--- src/design/lbsr_pkg.sv ---
`default_nettype none
package lbsr_pkg;

    localparam int SAMPLE_W   = 16;
    localparam int VALUE_W    = 22;
    localparam int SUM_W      = 23;
    localparam int RADIUS_W   = 5;
    localparam int RECIP_W    = 16;
    localparam int RING_DEPTH = 64;
    localparam int RING_AW    = 6;
    localparam int CFG_IDX_W  = 2;
    localparam int CFG_DATA_W = 16;

    localparam logic [CFG_IDX_W-1:0] CFG_RADIUS    = 2'd0;
    localparam logic [CFG_IDX_W-1:0] CFG_NORMALIZE = 2'd1;
    localparam logic [CFG_IDX_W-1:0] CFG_RECIP     = 2'd2;

    localparam logic [RADIUS_W-1:0] RADIUS_RESET = 5'd1;
    localparam logic [RECIP_W-1:0]  RECIP_RESET  = 16'd21845;

    typedef struct packed {
        logic [SAMPLE_W-1:0] sample;
        logic                line_end;
    } in_item_t;

    typedef struct packed {
        logic [VALUE_W-1:0] value;
        logic               last_of_run;
        logic               line_done;
    } out_item_t;

    typedef struct packed {
        logic [SAMPLE_W-1:0] sample;
        logic                first;
        logic                use_first;
        logic                emit;
        logic                last_of_run;
        logic                line_done;
        logic [RADIUS_W-1:0] radius;
    } op_t;

    typedef struct packed {
        logic [SUM_W-1:0] sum;
        logic             last_of_run;
        logic             line_done;
    } res_t;

    typedef enum logic {
        SEQ_STREAM,
        SEQ_DRAIN
    } seq_state_t;

endpackage
`default_nettype wire

--- src/design/lbsr_ring.sv ---
`default_nettype none
module lbsr_ring (
    input  logic                                clk,
    input  logic                                wr_en,
    input  logic [lbsr_pkg::RING_AW-1:0]        wr_addr,
    input  logic [lbsr_pkg::SAMPLE_W-1:0]       wr_data,
    input  logic                                rd_en,
    input  logic [lbsr_pkg::RING_AW-1:0]        rd_addr,
    output logic [lbsr_pkg::SAMPLE_W-1:0]       rd_data
);
    import lbsr_pkg::*;

    logic [SAMPLE_W-1:0] mem [RING_DEPTH];
    logic [SAMPLE_W-1:0] rd_data_reg;

    always_ff @(posedge clk)
    begin
        if (wr_en)
        begin
            mem[wr_addr] <= wr_data;
        end
    end

    always_ff @(posedge clk)
    begin
        if (rd_en)
        begin
            rd_data_reg <= mem[rd_addr];
        end
    end

    assign rd_data = rd_data_reg;

endmodule
`default_nettype wire

--- src/design/lbsr_front.sv ---
`default_nettype none
module lbsr_front #(
    parameter int MAX_LINE = 4096
) (
    input  logic                              clk,
    input  logic                              rst_n,
    input  logic                              in_valid,
    output logic                              in_ready,
    input  lbsr_pkg::in_item_t                in_item,
    input  logic [lbsr_pkg::RADIUS_W-1:0]     radius,
    input  logic                              free,
    output logic                              op_valid,
    output lbsr_pkg::op_t                     op,
    output logic [lbsr_pkg::SAMPLE_W-1:0]     fetch
);
    import lbsr_pkg::*;

    localparam int PW = $clog2(MAX_LINE);
    localparam int IW = PW + 2;
    localparam logic [PW-1:0] LAST_POS = PW'(MAX_LINE - 1);

    seq_state_t          state_reg, state_next;
    logic [PW-1:0]       pos_reg, pos_next;
    logic [RADIUS_W-1:0] line_r_reg, line_r_next;
    logic [SAMPLE_W-1:0] first_sample_reg, first_sample_next;
    logic [RADIUS_W-1:0] drain_cnt_reg, drain_cnt_next;
    logic [PW-1:0]       drain_k_reg, drain_k_next;
    logic [SAMPLE_W-1:0] drain_x_reg, drain_x_next;
    logic                op_valid_reg, op_valid_next;
    op_t                 op_reg, op_next;

    logic                s1_free;
    logic                accept;
    logic                drain_load;
    logic                at_first;
    logic                line_ends;
    logic [RADIUS_W-1:0] r_in;
    logic [IW-1:0]       idx_in;
    logic [IW-1:0]       idx_dr;
    logic [IW-1:0]       pos_dr;
    op_t                 in_op;
    op_t                 dr_op;
    logic                rd_en;
    logic [RING_AW-1:0]  rd_addr;
    logic [SAMPLE_W-1:0] rd_data;

    lbsr_ring u_ring (
        .clk     (clk),
        .wr_en   (accept),
        .wr_addr (pos_reg[RING_AW-1:0]),
        .wr_data (in_item.sample),
        .rd_en   (rd_en),
        .rd_addr (rd_addr),
        .rd_data (rd_data)
    );

    always_comb
    begin
        s1_free    = !op_valid_reg || free;
        in_ready   = s1_free && (state_reg == SEQ_STREAM);
        accept     = in_valid && in_ready;
        drain_load = s1_free && (state_reg == SEQ_DRAIN);

        at_first  = (pos_reg == '0);
        r_in      = at_first ? radius : line_r_reg;
        line_ends = in_item.line_end || (pos_reg == LAST_POS);
        idx_in    = {2'b00, pos_reg} - {{(IW-RADIUS_W-1){1'b0}}, r_in, 1'b1};

        in_op.sample      = in_item.sample;
        in_op.first       = at_first;
        in_op.use_first   = idx_in[IW-1] || (idx_in == '0);
        in_op.emit        = pos_reg >= PW'(r_in);
        in_op.last_of_run = line_ends ? (r_in == '0) : (pos_reg >= PW'(r_in));
        in_op.line_done   = line_ends && (r_in == '0);
        in_op.radius      = r_in;

        idx_dr = {2'b00, drain_k_reg} - {{(IW-RADIUS_W-1){1'b0}}, line_r_reg, 1'b1}
               + {{(IW-RADIUS_W){1'b0}}, drain_cnt_reg};
        pos_dr = {2'b00, drain_k_reg} - {{(IW-RADIUS_W){1'b0}}, line_r_reg}
               + {{(IW-RADIUS_W){1'b0}}, drain_cnt_reg};

        dr_op.sample      = drain_x_reg;
        dr_op.first       = 1'b0;
        dr_op.use_first   = idx_dr[IW-1] || (idx_dr == '0);
        dr_op.emit        = !pos_dr[IW-1];
        dr_op.last_of_run = (drain_cnt_reg == line_r_reg);
        dr_op.line_done   = (drain_cnt_reg == line_r_reg);
        dr_op.radius      = line_r_reg;

        rd_en   = accept || drain_load;
        rd_addr = (state_reg == SEQ_DRAIN) ? idx_dr[RING_AW-1:0] : idx_in[RING_AW-1:0];

        state_next        = state_reg;
        pos_next          = pos_reg;
        line_r_next       = line_r_reg;
        first_sample_next = first_sample_reg;
        drain_cnt_next    = drain_cnt_reg;
        drain_k_next      = drain_k_reg;
        drain_x_next      = drain_x_reg;
        op_valid_next     = op_valid_reg;
        op_next           = op_reg;

        if (accept)
        begin
            pos_next = line_ends ? '0 : pos_reg + 1'b1;
            if (at_first)
            begin
                line_r_next       = radius;
                first_sample_next = in_item.sample;
            end
            if (line_ends && (r_in != '0))
            begin
                state_next     = SEQ_DRAIN;
                drain_cnt_next = RADIUS_W'(1);
                drain_k_next   = pos_reg;
                drain_x_next   = in_item.sample;
            end
        end

        if (drain_load)
        begin
            if (drain_cnt_reg == line_r_reg)
            begin
                state_next = SEQ_STREAM;
            end
            else
            begin
                drain_cnt_next = drain_cnt_reg + 1'b1;
            end
        end

        if (s1_free)
        begin
            op_valid_next = accept || drain_load;
            op_next       = (state_reg == SEQ_DRAIN) ? dr_op : in_op;
        end
    end

    always_ff @(posedge clk or negedge rst_n)
    begin
        if (!rst_n)
        begin
            state_reg        <= SEQ_STREAM;
            pos_reg          <= '0;
            line_r_reg       <= RADIUS_RESET;
            first_sample_reg <= '0;
            drain_cnt_reg    <= '0;
            op_valid_reg     <= 1'b0;
        end
        else
        begin
            state_reg        <= state_next;
            pos_reg          <= pos_next;
            line_r_reg       <= line_r_next;
            first_sample_reg <= first_sample_next;
            drain_cnt_reg    <= drain_cnt_next;
            op_valid_reg     <= op_valid_next;
        end
    end

    always_ff @(posedge clk)
    begin
        drain_k_reg <= drain_k_next;
        drain_x_reg <= drain_x_next;
        op_reg      <= op_next;
    end

    assign op_valid = op_valid_reg;
    assign op       = op_reg;
    assign fetch    = op_reg.use_first ? first_sample_reg : rd_data;

endmodule
`default_nettype wire

--- src/design/lbsr_accum.sv ---
`default_nettype none
module lbsr_accum (
    input  logic                              clk,
    input  logic                              rst_n,
    input  logic                              op_valid,
    input  lbsr_pkg::op_t                     op,
    input  logic [lbsr_pkg::SAMPLE_W-1:0]     fetch,
    output logic                              free,
    input  logic                              take,
    output logic                              res_valid,
    output lbsr_pkg::res_t                    res
);
    import lbsr_pkg::*;

    logic [SUM_W-1:0]    running_sum_reg, running_sum_next;
    logic                res_valid_reg;
    logic                last_reg;
    logic                done_reg;
    logic [SUM_W-1:0]    prod;
    logic [RADIUS_W:0]   area;

    always_comb
    begin
        free = !res_valid_reg || take;
        area = {op.radius, 1'b1};
        prod = {{(SUM_W-RADIUS_W-1){1'b0}}, area} * {{(SUM_W-SAMPLE_W){1'b0}}, op.sample};
        running_sum_next = op.first ? prod
                         : running_sum_reg + {{(SUM_W-SAMPLE_W){1'b0}}, op.sample}
                           - {{(SUM_W-SAMPLE_W){1'b0}}, fetch};
    end

    always_ff @(posedge clk or negedge rst_n)
    begin
        if (!rst_n)
        begin
            running_sum_reg <= '0;
            res_valid_reg   <= 1'b0;
        end
        else if (free)
        begin
            res_valid_reg <= op_valid && op.emit;
            if (op_valid)
            begin
                running_sum_reg <= running_sum_next;
            end
        end
    end

    always_ff @(posedge clk)
    begin
        if (free && op_valid)
        begin
            last_reg <= op.last_of_run;
            done_reg <= op.line_done;
        end
    end

    assign res_valid       = res_valid_reg;
    assign res.sum         = running_sum_reg;
    assign res.last_of_run = last_reg;
    assign res.line_done   = done_reg;

endmodule
`default_nettype wire

--- src/design/lbsr_norm.sv ---
`default_nettype none
module lbsr_norm (
    input  logic                              clk,
    input  logic                              rst_n,
    input  logic                              res_valid,
    input  lbsr_pkg::res_t                    res,
    input  logic                              normalize_enable,
    input  logic [lbsr_pkg::RECIP_W-1:0]      recip_scale,
    output logic                              take,
    output logic                              out_valid,
    input  logic                              out_ready,
    output lbsr_pkg::out_item_t               out_item
);
    import lbsr_pkg::*;

    localparam int PROD_W = SUM_W + RECIP_W;
    localparam logic [PROD_W:0] ROUND_HALF = (PROD_W+1)'(1) << (RECIP_W - 1);

    logic                   out_valid_reg;
    out_item_t              out_item_reg, out_item_next;
    logic [PROD_W-1:0]      product;
    logic [PROD_W:0]        rounded;

    always_comb
    begin
        take    = !out_valid_reg || out_ready;
        product = {{RECIP_W{1'b0}}, res.sum} * {{SUM_W{1'b0}}, recip_scale};
        rounded = {1'b0, product} + ROUND_HALF;
        out_item_next.value = normalize_enable ? rounded[RECIP_W+VALUE_W-1:RECIP_W]
                                               : res.sum[VALUE_W-1:0];
        out_item_next.last_of_run = res.last_of_run;
        out_item_next.line_done   = res.line_done;
    end

    always_ff @(posedge clk or negedge rst_n)
    begin
        if (!rst_n)
        begin
            out_valid_reg <= 1'b0;
        end
        else if (take)
        begin
            out_valid_reg <= res_valid;
        end
    end

    always_ff @(posedge clk)
    begin
        if (take && res_valid)
        begin
            out_item_reg <= out_item_next;
        end
    end

    assign out_valid = out_valid_reg;
    assign out_item  = out_item_reg;

endmodule
`default_nettype wire

--- src/design/line_box_sum_replicate.sv ---
// Channel   Handshake              Payload
// in        in_valid / in_ready    in_item   (sample, line_end)
// out       out_valid / out_ready  out_item  (value, last_of_run, line_done)
// cfg       cfg_we                 cfg_index, cfg_data
//
// One sample request per cycle while in_ready is high.
// The last sample of a line with radius r holds in_ready low while the sequencer
// issues the remaining window sums, up to r of them, from the history ring.
// Reset is asynchronous; registers return to radius 1, no scaling, 21845.
// out_ready low stalls the three stages from the output back to in_ready.
`default_nettype none
module line_box_sum_replicate #(
    parameter int MAX_LINE = 4096
) (
    input  logic                                clk,
    input  logic                                rst_n,
    input  logic                                in_valid,
    output logic                                in_ready,
    input  lbsr_pkg::in_item_t                  in_item,
    output logic                                out_valid,
    input  logic                                out_ready,
    output lbsr_pkg::out_item_t                 out_item,
    input  logic                                cfg_we,
    input  logic [lbsr_pkg::CFG_IDX_W-1:0]      cfg_index,
    input  logic [lbsr_pkg::CFG_DATA_W-1:0]     cfg_data
);
    import lbsr_pkg::*;

    logic [RADIUS_W-1:0] radius_reg;
    logic                normalize_reg;
    logic [RECIP_W-1:0]  recip_reg;

    logic                op_valid;
    op_t                 op;
    logic [SAMPLE_W-1:0] fetch;
    logic                free;
    logic                take;
    logic                res_valid;
    res_t                res;

    always_ff @(posedge clk or negedge rst_n)
    begin
        if (!rst_n)
        begin
            radius_reg    <= RADIUS_RESET;
            normalize_reg <= 1'b0;
            recip_reg     <= RECIP_RESET;
        end
        else if (cfg_we)
        begin
            case (cfg_index)
                CFG_RADIUS:    radius_reg    <= cfg_data[RADIUS_W-1:0];
                CFG_NORMALIZE: normalize_reg <= cfg_data[0];
                CFG_RECIP:     recip_reg     <= cfg_data[RECIP_W-1:0];
                default:       ;
            endcase
        end
    end

    lbsr_front #(
        .MAX_LINE (MAX_LINE)
    ) u_front (
        .clk      (clk),
        .rst_n    (rst_n),
        .in_valid (in_valid),
        .in_ready (in_ready),
        .in_item  (in_item),
        .radius   (radius_reg),
        .free     (free),
        .op_valid (op_valid),
        .op       (op),
        .fetch    (fetch)
    );

    lbsr_accum u_accum (
        .clk       (clk),
        .rst_n     (rst_n),
        .op_valid  (op_valid),
        .op        (op),
        .fetch     (fetch),
        .free      (free),
        .take      (take),
        .res_valid (res_valid),
        .res       (res)
    );

    lbsr_norm u_norm (
        .clk              (clk),
        .rst_n            (rst_n),
        .res_valid        (res_valid),
        .res              (res),
        .normalize_enable (normalize_reg),
        .recip_scale      (recip_reg),
        .take             (take),
        .out_valid        (out_valid),
        .out_ready        (out_ready),
        .out_item         (out_item)
    );

endmodule
`default_nettype wire

--- config.mk ---
export PLATFORM = sky130hd
export DESIGN_NAME = line_box_sum_replicate
export DESIGN_NICKNAME = d
export VERILOG_FILES = /design/src/design/lbsr_pkg.sv /design/src/design/lbsr_ring.sv /design/src/design/lbsr_front.sv /design/src/design/lbsr_accum.sv /design/src/design/lbsr_norm.sv /design/src/design/line_box_sum_replicate.sv
export SDC_FILE = /design/constraint.sdc
export NUM_CORES = 2
export LEC_CHECK = 0
export ABC_AREA = 1
export ABC_CLOCK_PERIOD_IN_PS = 5260
export BUFFER_PORTS_ARGS = -buffer_cell sky130_fd_sc_hd__buf_2
export CELL_PAD_IN_SITES_DETAIL_PLACEMENT = 1
export CELL_PAD_IN_SITES_GLOBAL_PLACEMENT = 1
export CORE_ASPECT_RATIO = 0.5
export CORE_UTILIZATION = 40
export DETAILED_ROUTE_END_ITERATION = 12
export PLACE_DENSITY = 0.77
export SYNTH_ARGS = -nofsm -noshare
export SYNTH_HDL_FRONTEND = slang
export SYNTH_SLANG_ARGS = --single-unit
--- constraint.sdc ---
create_clock -name clk -period 5.26 [get_ports clk]
set_input_delay 1.052 -clock clk [delete_from_list [all_inputs] [get_ports clk]]
set_output_delay 1.052 -clock clk [all_outputs]
set_load 0.01 [all_outputs]
==> results.json <==
{
  "grt.overflow.total": 0,
  "synth_top_area_frac": 0.4998,
  "fmax_mhz": 168.6,
  "final_nets": 7568,
  "vias": 50870,
  "drv_slew": 0,
  "place_congestion": 0.8809,
  "cts_root_buf": "clkbuf_16",
  "clockBufferDepth": 3,
  "postSynthCellCount": 6709,
  "finalCritPeriodShare": 1.127,
  "clk_latency_ns": 0.78,
  "slowest_delay_ns": 0.56,
  "use_met3": 0.03579,
  "r2r-end": "u_norm.out_item[12]",
  "drt_iter0_drc": 4387,
  "rrSetupSlack_ns": -0.67,
  "slowest_stage": "fa_1",
  "drc": 0,
  "met1_usage": 0.3175,
  "worst_ep_required_time_ns": 5.74,
  "synth_warnings": 0,
  "area_delta_synth_final_pct": 14.11,
  "fp.dieW_um": 582.0,
  "seq_area_frac_synth": 0.5324,
  "slew_headroom": 0.2020,
  "drtAntennaViolNets": 0,
  "crit_top_cell": "fa_1",
  "ys_ff_latch": 1207,
  "hold_violations": 0,
  "worstPathMaxFanout": 16,
  "tightest_slew_ns": 1.194,
  "post-place-ws_ns": -0.8540,
  "synth_edf_count": 1120,
  "path_clk_slew_ns": 0.06,
  "synth_area_per_cell_um2": 10.03,
  "largest_reg_flops": 1024,
  "violations": "negative setup slack",
  "grt_pass1_vias": 55170,
  "std_cell_rows": 105,
  "r2r_start": "recip_reg[2]",
  "use_met2": 0.4428,
  "skew_ns": 0.05822,
  "grtUsageTotal": 0.2529,
  "crit_type": "flop to flop",
  "via_per_inst": 5.506,
  "drive_gt1_frac": 0.1231,
  "cts_buffers": 111,
  "cts_tree": "done",
  "synthTopCellsByArea": "edfxtp_1 (50%), fa_1 (11%), nor2_1 (6.8%)",
  "crit_arrival_ns": 6.41,
  "antenna_found_initial": 7,
  "start_util": 0.4065,
  "critPathBufInv": 7,
  "synth.net_count": 7325,
  "cp-start-kind": "flop",
  "grt_pass1_wl_mm": 327.6,
  "ys.flop_type": "edfxtp_1",
  "worst_slack_ns": -0.6701,
  "synth_cell_types": 56,
  "drv_cap": 0,
  "r2r_cells": 24,
  "fin_crit_ns": 5.930,
  "cp_cell_sequence": "buf_12, nand2_2, fa_1, inv_1, fa_1, inv_2, fa_1, inv_1, fa_2, fa_1, inv_1, fa_1, inv_1, ha_4, a21oi_2, buf_4, o21ai_2, a21oi_2, nor2_1, nor2_1, nand2_1, or2_2, nand3_1, nand2_1",
  "place_inst": 9022,
  "dr.pass1.iters": 6,
  "grt_max_degree": 168,
  "num_io_pins": 66,
  "busiest_layer": "met2",
  "dp_hpwl_mm": 146.1,
  "hold_class": "primary input to asynchronous set/reset pin",
  "die_h_um": 292.0,
  "async_flop_share": 0.07208,
  "drt_wl_total_mm": 217.7,
  "io_buffers": 65,
  "yosysTopAreaCell": "edfxtp_1",
  "end_kind": "flop",
  "wl_per_cell_um": 23.56,
  "hold_buffers": 0,
  "stdcell_count": 9239,
  "rsz0062_at_grt": "true",
  "finalSetupViolCount": 22,
  "syn_area_mm2": 0.06729,
  "fin_tns_setup_ns": -10.63,
  "ctsHtreeMaxLevel": 3,
  "status": "complete, but fails checks",
  "clock_sinks": 1207,
  "crit_family": "adder cells",
  "worst_hold_slack_ns": 0.3533,
  "coreArea_mm2": 0.1655,
  "die-area_mm2": 0.1700
}
## metal layers
metal,routed length [µm],part of all wire
met1,88760,0.41
met5,13,0.000060
met2,107800,0.50
met3,12640,0.058
met4,8509,0.039
## worst max-delay path by stage
stage / from / endpoint / slack [ns] / cells after the start
after global routing: recip_reg[2] / u_norm.out_item[6] / -0.80 / 22
final: recip_reg[2] / u_norm.out_item[12] / -0.67 / 24
after CTS: recip_reg[2] / u_norm.out_item[6] / -0.52 / 22
after detailed placement: u_accum.running_sum_reg[9] / u_norm.out_item[17] / -0.85 / 22
after floorplan: recip_reg[6] / u_norm.out_item[23] / -0.13 / 23
after global placement: u_accum.running_sum_reg[9] / u_norm.out_item[17] / -0.68 / 22
## cells by family (layout without fill, tap and decap cells)
| group | Yosys count | in the layout | synth area share |
|---|---|---|---|
| and+or+nand+nor | 2705 | 2705 | 0.1646 |
| buffers and inverters | 1229 | 1563 | 0.07296 |
| AOI/OAI and AO/OA | 919 | 919 | 0.07148 |
| adders and majority gates | 576 | 576 | 0.1480 |
| other | 0 | 3 | 0 |
| muxes | 28 | 28 | 0.004667 |
| xor gates and xnor gates | 45 | 45 | 0.005857 |
| DFF | 1207 | 1207 | 0.5324 |
## stage by stage
| step | utilization | area (µm²) |
|---|---|---|
| after global placement | 0.4387 | 72620 |
| after global routing | 0.4638 | 76780 |
| after detailed placement | 0.4387 | 72620 |
| after floorplan | - | 67760 |
| final | 0.4638 | 76780 |
| after CTS | 0.4617 | 76420 |
## cell usage after synthesis (all sizes together), types with 3 or more instances
| cell | number |
|---|---|
| o21bai | 17 |
| a21oi | 138 |
| xnor2 | 17 |
| o211ai | 3 |
| nand3b | 6 |
| dfstp | 10 |
| nor4 | 7 |
| dfrtp | 77 |
| nand4 | 21 |
| o21ai | 710 |
| a31oi | 16 |
| fa | 367 |
| ha | 209 |
| or2 | 5 |
| inv | 891 |
| nor2 | 1228 |
| o22ai | 3 |
| nand3 | 577 |
| edfxtp | 1120 |
| nor3 | 27 |
| o31ai | 4 |
| nand2 | 830 |
| buf | 151 |
| xor2 | 28 |
| a21o | 8 |
| o21a | 7 |
| mux2 | 27 |
| clkbuf | 186 |
| a22oi | 5 |
## cells in the final DEF, fill, tap and decap left out, types with 32 or more instances in the layout
cell,count
buf_4,353
dfrtp_1,68
clkbuf_16,113
nand2_1,794
o21ai_1,42
fa_1,357
nor2_1,1202
buf_12,45
nand3_1,570
a21oi_1,116
nand2_2,32
o21ai_0,648
inv_1,864
ha_1,190
buf_2,64
edfxtp_1,1120
## what timing repair did
action | CTS | global route
buffers inserted | 2 | 8
gates resized for setup | 76 | 78
pin swaps | 8 | 7
setup endpoints to repair | 22 | 22
## layout make-up
cell class	instances	area (µm²)
Timing Repair Buffer	467	3928
Clock buffer	150	3087
Sequential cell	1207	35830
Clock inverter	54	430.4
Antenna cell	3	7.507
Multi-Input combinational cell	4273	27380
Fill cell	18400	88750
Tap cell	2193	2744
Inverter	892	3374
Power is left out: the tool's default activity adds up to more than one toggle a clock period on the data nets, which glitch-free logic cannot reach.
